## config.mk

```make
export PLATFORM = sky130hd
export DESIGN_NAME = quaternion_heading_hold_unit
export DESIGN_NICKNAME = d
export VERILOG_FILES = /design/src/hdl/qhh_pkg.sv /design/src/hdl/quaternion_heading_hold_unit.sv /design/src/hdl/qhh_ctrl.sv /design/src/hdl/qhh_datapath.sv
export SDC_FILE = /design/constraint.sdc
export NUM_CORES = 2
export LEC_CHECK = 0
export ABC_AREA = 1
export BUFFER_PORTS_ARGS = -buffer_cell sky130_fd_sc_hd__buf_4
export CORE_AREA = 2 2 375 377
export CTS_CLUSTER_SIZE = 25
export DETAILED_ROUTE_END_ITERATION = 12
export DIE_AREA = 0 0 377 379
export GPL_TIMING_DRIVEN = 0
export PLACE_DENSITY = 0.66
export SLEW_MARGIN = 20
export SYNTH_ARGS = -nofsm -noshare
export SYNTH_HDL_FRONTEND = slang
export SYNTH_SLANG_ARGS = --single-unit
```

## constraint.sdc

```tcl
create_clock -name clk_i -period 23 [get_ports clk_i]
set_clock_uncertainty 0.2 [all_clocks]
set_input_delay 5.75 -clock clk_i [delete_from_list [all_inputs] [get_ports clk_i]]
set_output_delay 5.75 -clock clk_i [all_outputs]
set_load 0.01 [all_outputs]
```

## src/hdl/qhh_pkg.sv

```systemverilog
package qhh_pkg;

  localparam int unsigned CORDIC_STEPS = 16;

  localparam int unsigned CntW  = $clog2(CORDIC_STEPS);
  localparam int unsigned TabW  = 5;
  localparam int unsigned AccW  = 34;
  localparam int unsigned XW    = 37;
  localparam int unsigned ZW    = 26;
  localparam int unsigned CfgIdxW  = 3;
  localparam int unsigned CfgDataW = 16;
  localparam int unsigned MulLast  = 4;

  typedef enum logic [CfgIdxW-1:0] {
    CfgYawNegate     = 3'd0,
    CfgOmegaDeadzone = 3'd1,
    CfgHoldGain      = 3'd2,
    CfgMaxCorrection = 3'd3,
    CfgTimeoutMs     = 3'd4
  } qhh_cfg_e;

  typedef enum logic [2:0] {
    StIdle,
    StMul,
    StPre,
    StIter,
    StUpdate,
    StGain,
    StDone
  } qhh_state_e;

  typedef struct packed {
    logic               quat_valid;
    logic signed [15:0] quat_w;
    logic signed [15:0] quat_x;
    logic signed [15:0] quat_y;
    logic signed [15:0] quat_z;
    logic               zero_request;
    logic               hold_release;
    logic signed [15:0] omega_cmd;
    logic [31:0]        now_ms;
  } qhh_in_t;

  typedef struct packed {
    logic signed [15:0] heading_angle;
    logic signed [15:0] omega_out;
    logic               sensor_healthy;
    logic               hold_active;
  } qhh_out_t;

  typedef struct packed {
    logic            load;
    logic            mul;
    logic [1:0]      pair;
    logic            acc;
    logic [1:0]      acc_pair;
    logic            pre;
    logic            iter;
    logic [CntW-1:0] idx;
    logic            update;
    logic            gain;
    logic            emit;
  } qhh_cmd_t;

  typedef struct packed {
    logic quat_valid;
    logic out_free;
  } qhh_sts_t;

  // atan(2^-i), 2^23 = pi
  function automatic logic signed [ZW-1:0] atan_lut(input logic [TabW-1:0] i);
    logic signed [ZW-1:0] v;
    case (i)
      5'd0:    v = ZW'(2097152);
      5'd1:    v = ZW'(1238021);
      5'd2:    v = ZW'(654136);
      5'd3:    v = ZW'(332050);
      5'd4:    v = ZW'(166669);
      5'd5:    v = ZW'(83416);
      5'd6:    v = ZW'(41718);
      5'd7:    v = ZW'(20860);
      5'd8:    v = ZW'(10430);
      5'd9:    v = ZW'(5215);
      5'd10:   v = ZW'(2608);
      5'd11:   v = ZW'(1304);
      5'd12:   v = ZW'(652);
      5'd13:   v = ZW'(326);
      5'd14:   v = ZW'(163);
      5'd15:   v = ZW'(81);
      5'd16:   v = ZW'(41);
      5'd17:   v = ZW'(20);
      5'd18:   v = ZW'(10);
      5'd19:   v = ZW'(5);
      5'd20:   v = ZW'(3);
      5'd21:   v = ZW'(1);
      5'd22:   v = ZW'(1);
      default: v = '0;
    endcase
    return v;
  endfunction

endpackage

```

## src/hdl/quaternion_heading_hold_unit.sv

```systemverilog
// Quaternion heading hold.
// Input channel (in_valid_i / in_stall_o / in_data_i): one request per control
// tick. A request is taken while the unit is idle; it stalls until the result
// of the previous request has been written to the output register.
// Output channel (out_valid_o / out_stall_i / out_data_o): one result per
// request, held in an output register, so the next request is taken while a
// finished result still waits for the receiver.
// Timing: a request carrying a quaternion goes from accept to out_valid_o through
// the quaternion products on the shared 16x16 multiplier, the pre-rotation, the
// CORDIC steps at one per cycle, then heading update, gain multiply and result
// write. Without a quaternion it goes straight to heading update, gain multiply
// and result write. The CORDIC iteration loop is the longest part of a request.
// A stalled receiver holds the result; the unit finishes the next request
// and waits in its last state until the output register frees.
// The user must make configuration writes (cfg_we_i, cfg_idx_i, cfg_data_i) only
// while the unit is idle; the block itself does not enforce it. Reset clears heading,
// offset, hold and sample time, and loads the default configuration.
module quaternion_heading_hold_unit import qhh_pkg::*; (
  input  logic                clk_i,
  input  logic                rst_ni,
  input  logic                in_valid_i,
  output logic                in_stall_o,
  input  qhh_in_t             in_data_i,
  output logic                out_valid_o,
  input  logic                out_stall_i,
  output qhh_out_t            out_data_o,
  input  logic                cfg_we_i,
  input  logic [CfgIdxW-1:0]  cfg_idx_i,
  input  logic [CfgDataW-1:0] cfg_data_i
);

  qhh_cmd_t cmd;
  qhh_sts_t sts;

  qhh_ctrl u_ctrl (
    .clk_i      (clk_i),
    .rst_ni     (rst_ni),
    .in_valid_i (in_valid_i),
    .in_stall_o (in_stall_o),
    .sts_i      (sts),
    .cmd_o      (cmd)
  );

  qhh_datapath u_datapath (
    .clk_i       (clk_i),
    .rst_ni      (rst_ni),
    .in_data_i   (in_data_i),
    .out_stall_i (out_stall_i),
    .out_valid_o (out_valid_o),
    .out_data_o  (out_data_o),
    .cfg_we_i    (cfg_we_i),
    .cfg_idx_i   (cfg_idx_i),
    .cfg_data_i  (cfg_data_i),
    .cmd_i       (cmd),
    .sts_o       (sts)
  );

endmodule

```

## src/hdl/qhh_ctrl.sv

```systemverilog
module qhh_ctrl import qhh_pkg::*; (
  input  logic     clk_i,
  input  logic     rst_ni,
  input  logic     in_valid_i,
  output logic     in_stall_o,
  input  qhh_sts_t sts_i,
  output qhh_cmd_t cmd_o
);

  qhh_state_e      state_q, state_d;
  logic [CntW-1:0] cnt_q, cnt_d;
  logic            iter_last;

  assign iter_last = (cnt_q == CntW'(CORDIC_STEPS - 1));

  always_ff @(posedge clk_i or negedge rst_ni) begin
    if (!rst_ni) begin
      state_q <= StIdle;
      cnt_q   <= '0;
    end else begin
      state_q <= state_d;
      cnt_q   <= cnt_d;
    end
  end

  always_comb begin
    state_d = state_q;
    cnt_d   = cnt_q;
    unique case (state_q)
      StIdle: begin
        cnt_d = '0;
        if (in_valid_i) begin
          state_d = sts_i.quat_valid ? StMul : StUpdate;
        end
      end
      StMul: begin
        if (cnt_q == CntW'(MulLast)) begin
          state_d = StPre;
          cnt_d   = '0;
        end else begin
          cnt_d = cnt_q + 1'b1;
        end
      end
      StPre: begin
        state_d = StIter;
        cnt_d   = '0;
      end
      StIter: begin
        if (iter_last) begin
          state_d = StUpdate;
          cnt_d   = '0;
        end else begin
          cnt_d = cnt_q + 1'b1;
        end
      end
      StUpdate: state_d = StGain;
      StGain:   state_d = StDone;
      StDone: begin
        if (sts_i.out_free) begin
          state_d = StIdle;
        end
      end
      default: state_d = StIdle;
    endcase
  end

  always_comb begin
    in_stall_o     = (state_q != StIdle);
    cmd_o          = '0;
    cmd_o.pair     = cnt_q[1:0];
    cmd_o.acc_pair = cnt_q[1:0] - 2'd1;
    cmd_o.idx      = cnt_q;
    unique case (state_q)
      StIdle:   cmd_o.load = in_valid_i;
      StMul: begin
        cmd_o.mul = (cnt_q != CntW'(MulLast));
        cmd_o.acc = (cnt_q != '0);
      end
      StPre:    cmd_o.pre = 1'b1;
      StIter:   cmd_o.iter = 1'b1;
      StUpdate: cmd_o.update = 1'b1;
      StGain:   cmd_o.gain = 1'b1;
      StDone:   cmd_o.emit = sts_i.out_free;
      default:  cmd_o = '0;
    endcase
  end

  a_emit_free: assert property (@(posedge clk_i) disable iff (!rst_ni)
    cmd_o.emit |-> sts_i.out_free)
    else $error("result written while output register busy");

  a_iter_to_update: assert property (@(posedge clk_i) disable iff (!rst_ni)
    (state_q == StIter && iter_last) |=> state_q == StUpdate)
    else $error("cordic did not hand over after last step");

  a_load_idle: assert property (@(posedge clk_i) disable iff (!rst_ni)
    cmd_o.load |-> (!in_stall_o && state_q == StIdle))
    else $error("request loaded outside idle");

  a_done_leaves: assert property (@(posedge clk_i) disable iff (!rst_ni)
    cmd_o.emit |=> state_q == StIdle)
    else $error("controller stuck after emit");

endmodule

```

## src/hdl/qhh_datapath.sv

```systemverilog
module qhh_datapath import qhh_pkg::*; (
  input  logic                clk_i,
  input  logic                rst_ni,
  input  qhh_in_t             in_data_i,
  input  logic                out_stall_i,
  output logic                out_valid_o,
  output qhh_out_t            out_data_o,
  input  logic                cfg_we_i,
  input  logic [CfgIdxW-1:0]  cfg_idx_i,
  input  logic [CfgDataW-1:0] cfg_data_i,
  input  qhh_cmd_t            cmd_i,
  output qhh_sts_t            sts_o
);

  localparam logic signed [XW-1:0] DenOne  = XW'(64'h1000_0000);
  localparam logic signed [ZW-1:0] HalfPi  = ZW'(4194304);
  localparam logic signed [ZW-1:0] RoundHf = ZW'(128);

  // configuration
  logic        yaw_negate_q;
  logic [14:0] omega_deadzone_q;
  logic [15:0] hold_gain_q;
  logic [14:0] max_correction_q;
  logic [15:0] timeout_ms_q;

  // block state
  logic [15:0] heading_q, heading_d;
  logic [15:0] offset_q, offset_d;
  logic [15:0] target_q, target_d;
  logic        latched_q, latched_d;
  logic [31:0] last_ms_q, last_ms_d;
  logic        healthy_q, pass_q;
  logic        out_valid_q;
  qhh_out_t    out_q;

  // working registers
  qhh_in_t              item_q;
  logic signed [31:0]   prod_q;
  logic signed [AccW-1:0] acc_num_q, acc_den_q;
  logic signed [XW-1:0] x_q, y_q;
  logic signed [ZW-1:0] z_q;
  logic                 zero_vec_q;
  logic signed [32:0]   gprod_q;

  logic signed [15:0]   op_a, op_b;
  logic signed [31:0]   prod_d;
  logic signed [XW-1:0] num, den, num_n, den_n;
  logic signed [XW-1:0] xs, ys;
  logic signed [ZW-1:0] zr;
  logic [15:0]          yaw_raw, yaw;
  logic [15:0]          h1;
  logic signed [16:0]   cmd17;
  logic [16:0]          mag;
  logic [31:0]          age;
  logic                 healthy_d, pass_d, latched_rel;
  logic signed [15:0]   err;
  logic signed [18:0]   corr, maxp, maxn, clamped;

  assign sts_o.quat_valid = in_data_i.quat_valid;
  assign sts_o.out_free   = !out_valid_q || !out_stall_i;
  assign out_valid_o      = out_valid_q;
  assign out_data_o       = out_q;

  // product source selection
  always_comb begin
    case (cmd_i.pair)
      2'd0:    begin op_a = item_q.quat_w; op_b = item_q.quat_z; end
      2'd1:    begin op_a = item_q.quat_x; op_b = item_q.quat_y; end
      2'd2:    begin op_a = item_q.quat_y; op_b = item_q.quat_y; end
      default: begin op_a = item_q.quat_z; op_b = item_q.quat_z; end
    endcase
    prod_d = op_a * op_b;
  end

  assign num   = XW'($signed({acc_num_q, 1'b0}));
  assign num_n = -num;
  assign den   = DenOne - XW'($signed({acc_den_q, 1'b0}));
  assign den_n = XW'($signed({acc_den_q, 1'b0})) - DenOne;

  assign xs = x_q >>> cmd_i.idx;
  assign ys = y_q >>> cmd_i.idx;

  // heading and hold update
  always_comb begin
    zr          = z_q + RoundHf;
    yaw_raw     = zero_vec_q ? 16'h0000 : zr[23:8];
    yaw         = yaw_negate_q ? (16'h0000 - yaw_raw) : yaw_raw;
    h1          = item_q.quat_valid ? (yaw - offset_q) : heading_q;
    last_ms_d   = item_q.quat_valid ? item_q.now_ms : last_ms_q;
    if (item_q.zero_request) begin
      offset_d  = offset_q + h1;
      heading_d = '0;
    end else begin
      offset_d  = offset_q;
      heading_d = h1;
    end
    latched_rel = latched_q && !item_q.hold_release;
    age         = item_q.now_ms - last_ms_d;
    healthy_d   = (age < {16'h0000, timeout_ms_q});
    cmd17       = 17'(item_q.omega_cmd);
    mag         = cmd17[16] ? 17'(-cmd17) : 17'(cmd17);
    pass_d      = !healthy_d || (mag > {2'b00, omega_deadzone_q});
    latched_d   = !pass_d;
    target_d    = (!pass_d && !latched_rel) ? heading_d : target_q;
  end

  assign err  = $signed(target_q - heading_q);
  assign corr = 19'(gprod_q >>> 14);
  assign maxp = $signed({4'b0000, max_correction_q});
  assign maxn = -maxp;

  always_comb begin
    if (corr > maxp) begin
      clamped = maxp;
    end else if (corr < maxn) begin
      clamped = maxn;
    end else begin
      clamped = corr;
    end
  end

  always_ff @(posedge clk_i or negedge rst_ni) begin
    if (!rst_ni) begin
      yaw_negate_q     <= 1'b0;
      omega_deadzone_q <= 15'd410;
      hold_gain_q      <= 16'd4096;
      max_correction_q <= 15'd4096;
      timeout_ms_q     <= 16'd200;
    end else if (cfg_we_i) begin
      unique case (cfg_idx_i)
        CfgYawNegate:     yaw_negate_q     <= cfg_data_i[0];
        CfgOmegaDeadzone: omega_deadzone_q <= cfg_data_i[14:0];
        CfgHoldGain:      hold_gain_q      <= cfg_data_i;
        CfgMaxCorrection: max_correction_q <= cfg_data_i[14:0];
        CfgTimeoutMs:     timeout_ms_q     <= cfg_data_i;
        default: ;
      endcase
    end
  end

  always_ff @(posedge clk_i or negedge rst_ni) begin
    if (!rst_ni) begin
      heading_q   <= '0;
      offset_q    <= '0;
      target_q    <= '0;
      latched_q   <= 1'b0;
      last_ms_q   <= '0;
      out_valid_q <= 1'b0;
    end else begin
      if (cmd_i.update) begin
        heading_q <= heading_d;
        offset_q  <= offset_d;
        target_q  <= target_d;
        latched_q <= latched_d;
        last_ms_q <= last_ms_d;
      end
      if (cmd_i.emit) begin
        out_valid_q <= 1'b1;
      end else if (!out_stall_i) begin
        out_valid_q <= 1'b0;
      end
    end
  end

  always_ff @(posedge clk_i) begin
    if (cmd_i.load) begin
      item_q    <= in_data_i;
      acc_num_q <= '0;
      acc_den_q <= '0;
    end
    if (cmd_i.mul) begin
      prod_q <= prod_d;
    end
    if (cmd_i.acc) begin
      if (cmd_i.acc_pair[1]) begin
        acc_den_q <= acc_den_q + AccW'(prod_q);
      end else begin
        acc_num_q <= acc_num_q + AccW'(prod_q);
      end
    end
    if (cmd_i.pre) begin
      zero_vec_q <= (num == '0) && (den == '0);
      if (den < 0) begin
        if (num >= 0) begin
          x_q <= num;
          y_q <= den_n;
          z_q <= HalfPi;
        end else begin
          x_q <= num_n;
          y_q <= den;
          z_q <= -HalfPi;
        end
      end else begin
        x_q <= den;
        y_q <= num;
        z_q <= '0;
      end
    end
    if (cmd_i.iter) begin
      if (y_q >= 0) begin
        x_q <= x_q + ys;
        y_q <= y_q - xs;
        z_q <= z_q + atan_lut(TabW'(cmd_i.idx));
      end else begin
        x_q <= x_q - ys;
        y_q <= y_q + xs;
        z_q <= z_q - atan_lut(TabW'(cmd_i.idx));
      end
    end
    if (cmd_i.update) begin
      healthy_q <= healthy_d;
      pass_q    <= pass_d;
    end
    if (cmd_i.gain) begin
      gprod_q <= $signed({1'b0, hold_gain_q}) * err;
    end
    if (cmd_i.emit) begin
      out_q.heading_angle  <= $signed(heading_q);
      out_q.omega_out      <= pass_q ? item_q.omega_cmd : clamped[15:0];
      out_q.sensor_healthy <= healthy_q;
      out_q.hold_active    <= latched_q;
    end
  end

endmodule

```

==> results.md <==
| Item | Value |
|:---|:---|
| Fraction of synthesized cell area taken by the top area cell type | 14.9% |
| Most used standard cell by instance count after synthesis | nand2_1 |
| 1st-pass router iterations | 6 |
| Number of hold-repair buffers added at the cts stage | 0 |
| Nature of the critical path endpoint | flip-flop |
| Post-synth EDFFs | 301 |
| Count of state elements after synthesis | 521 |
| Critical Path Start Type | flip-flop |
| Remaining global-route overflow | 0 |
| Number of different library cells in the post-synthesis netlist | 67 |
| Maximum clock frequency | 83.7 MHz |
| Height of the die | 379 µm |
| Gpl congestion | 1.02 |
| Total number of vias | 60000 |
| Source-to-sink clock delay at the later pin of the worst-skew pair | 700 ps |
| Async set-reset flop share out of synthesis | 29.2% |
| Period Utilization, post-route | 51.9% |
| Area grow syn2layout | 9.94% |
| Number of hold violations in the final report | 0 |
| IO buf count | 174 |
| Root buf cell | clkbuf_16 |
| Antenna violations before repair | 7 |
| Number of instances in the synthesized netlist | 8455 |
| Most frequent cell on the critical path | inv_1 |
| Syn Nets | 9580 |
| Clock-pin slew on the worst setup and hold paths | 60 ps |
| Worst slew slack as a fraction of its limit | 15.3% |
| Seq/Total Area, Yosys | 22.8% |
| Primary flip-flop cell chosen by synthesis mapping | edfxtp_1 |
| CP required | 23180 ps |
| Total count of max-transition violations in the final report | 0 |
| Warning count from the yosys run | 0 |
| Largest stage delay on the critical path | 840 ps |
| Standard cell core area | 139000 µm² |
| Post-cts repair resize count | 0 |
| Via count of the first global-routing pass | 57700 |
| Layout cell share with drive strength beyond 1 | 5.40% |
| Via density per instance | 5.68 |
| Antenna-violating nets left | 0 |
| Max FO, Critical Path | 12 |
| Final cell area excluding filler cells | 68400 µm² |
| Outcome | finished clean |
| CTS tree | yes |
| Maximum number of pins on one net before global-route repair | 86 |
| Cell at the slowest stage of the critical path | clkbuf_1 |
| CTS sink cnt | 521 |
| Area contributors post-synth | fa_1 (15%), edfxtp_1 (15%), nand2_1 (12%) |
| Routed length per placed instance | 23.3 µm |
| Number of rows created at floorplan | 137 |
| DP Area | 66200 µm² |
| Maximum buffer depth of the clock tree | 3 |
| Average instance area after synthesis | 7.36 µm² |
| Critical path start-end classification | reg -> reg |
| Initial core utilization | 44.8% |
| GRT Resource Usage Total | 34.1% |
| Post-synthesis cell type with the largest combined area | fa_1 |
| Number of remaining DRC errors | 0 |
| Net total in the final layout | 9835 |
| Num CTS Buffers | 67 |
| Minimum clock period | 11940 ps |
| Total Neg Setup Slack | 0 ps |
| Finish-stage setup viols | 0 |
| Post-Synthesis Cell Area | 62300 µm² |
| MaxCap Viol Count | 0 |
| Htree depth | 3 |
| Wire length of the first global-routing pass | 365000 µm |
| Most used standard cells in the synthesized netlist | nand2_1 (1995), inv_1 (1299), nor2_1 (779), nand3_1 (592), o21ai_0 (528) |
| Area of the die | 143000 µm² |
| Actual transition at the worst max-transition pin | 1240 ps |
| Half-perimeter wire length of the detailed placement result | 206000 µm |
| Detailed Route Iter0 Violations | 6763 |
| Hold Path Class | reg -> reg |
| Count of pins on the block boundary | 175 |
| Endpoint arrival time on the critical path | 12120 ps |
| Setup repair after global routing missed its margin | false |
| Post-CTS Setup Bufs | 0 |
| Final routed wirelength across all metal layers | 246000 µm |
| Width of the chip | 377 µm |
cell type report:
class                           instances  area [µm²]
Clock inverter                         42         408
Inverter                             1325        4980
Timing Repair Buffer                  186        1610
Tap cell                             1807        2260
Antenna cell                            2        5.00
Clock buffer                           81        1870
Multi-Input combinational cell       6372       42000
Buffer                                237        1130
Sequential cell                       521       14200
Fill cell                           13900       70400
cells in the final DEF (no fill, tap or decap), types with 234 or more instances in the layout:
| cell type | count |
|---|---|
| a21oi_1 | 468 |
| nand3_1 | 592 |
| nand2_1 | 1995 |
| o21ai_0 | 526 |
| xor2_1 | 234 |
| fa_1 | 464 |
| edfxtp_1 | 301 |
| nor2_1 | 776 |
| ha_1 | 522 |
| inv_1 | 1298 |
kinds of logic after synthesis:
logic type	after synthesis	synth area share, %
AND/OR/NAND/NOR	3633	24.1
buffers and inverters	1562	9.80
AO/OA/AOI/OAI	1392	12.7
adder cells (fa/ha/maj)	986	25.4
flip-flops	521	22.8
XOR/XNOR	330	4.64
multiplexers	31	0.498
worst paths after layout:
| path | from | slack (ps) | endpoint | cells after the start |
|---|---|---|---|---|
| worst max-delay path | u_ctrl.state_q[2]$_DFFE_PN0P_ | 11060 | u_datapath.prod_q[27]$_DFFE_PP_ | 36 |
| worst min-delay path | u_datapath.healthy_q$_DFFE_PP_ | 240 | u_datapath.out_data_o[1]$_DFFE_PP_ | 0 |
| worst max register to register | u_ctrl.state_q[2]$_DFFE_PN0P_ | 11060 | u_datapath.prod_q[27]$_DFFE_PP_ | 36 |
| worst min register to register | u_datapath.healthy_q$_DFFE_PP_ | 240 | u_datapath.out_data_o[1]$_DFFE_PP_ | 0 |
| max in group asynchronous | rst_ni | 16940 | u_datapath.omega_deadzone_q[3]$_DFFE_PN1P_ | 3 |
| min in group asynchronous | rst_ni | 4640 | u_datapath.max_correction_q[14]$_DFFE_PN0P_ | 1 |
routing by layer:
metal	global-route usage (%)	up-vias	part of all wire (%)
met5	0	-	0
met4	12.2	0	3.8
met3	5.84	439	8.5
met2	51.3	2605	43
met1	48.9	28900	45
li1	-	28100	-
registers in the layout (all words and copies together) (netlist names), 15 cells and up:
name / flops
u_datapath.z_q: 24
u_datapath.y_q: 37
u_datapath.x_q: 37
u_datapath.omega_deadzone_q: 15
u_datapath.hold_gain_q: 16
u_datapath.item_q: 99
u_datapath.acc_den_q: 34
u_datapath.heading_q: 16
u_datapath.timeout_ms_q: 16
u_datapath.prod_q: 32
u_datapath.out_data_o: 34
u_datapath.target_q: 16
u_datapath.offset_q: 16
u_datapath.max_correction_q: 15
u_datapath.acc_num_q: 34
u_datapath.cmd17: 16
u_datapath.last_ms_q: 32
u_datapath.gprod_q: 19
critical path, delay by kind of cell, from the launching register on:
family                   cells  cell delay (ps)
adder cells (fa/ha/maj)      8             3360
AND/OR/NAND/NOR             11             2180
buffers and inverters       13             3600
AO/OA/AOI/OAI                4             1790
flip-flops                   1              460
stage by stage:
stage	hold WS [ps]	cells	util [%]	setup WS (ps)
after floorplan	200	8455	-	12870
after global placement	217	10400	47.4	9810
after detailed placement	219	10400	47.7	11480
after CTS	238	10600	49.3	11430
after global routing	247	10600	49.3	10610
final	239	10600	49.3	11060
Power is not shown: default switching activity piles up to over one toggle a cycle in this logic, so the estimate is an artifact.
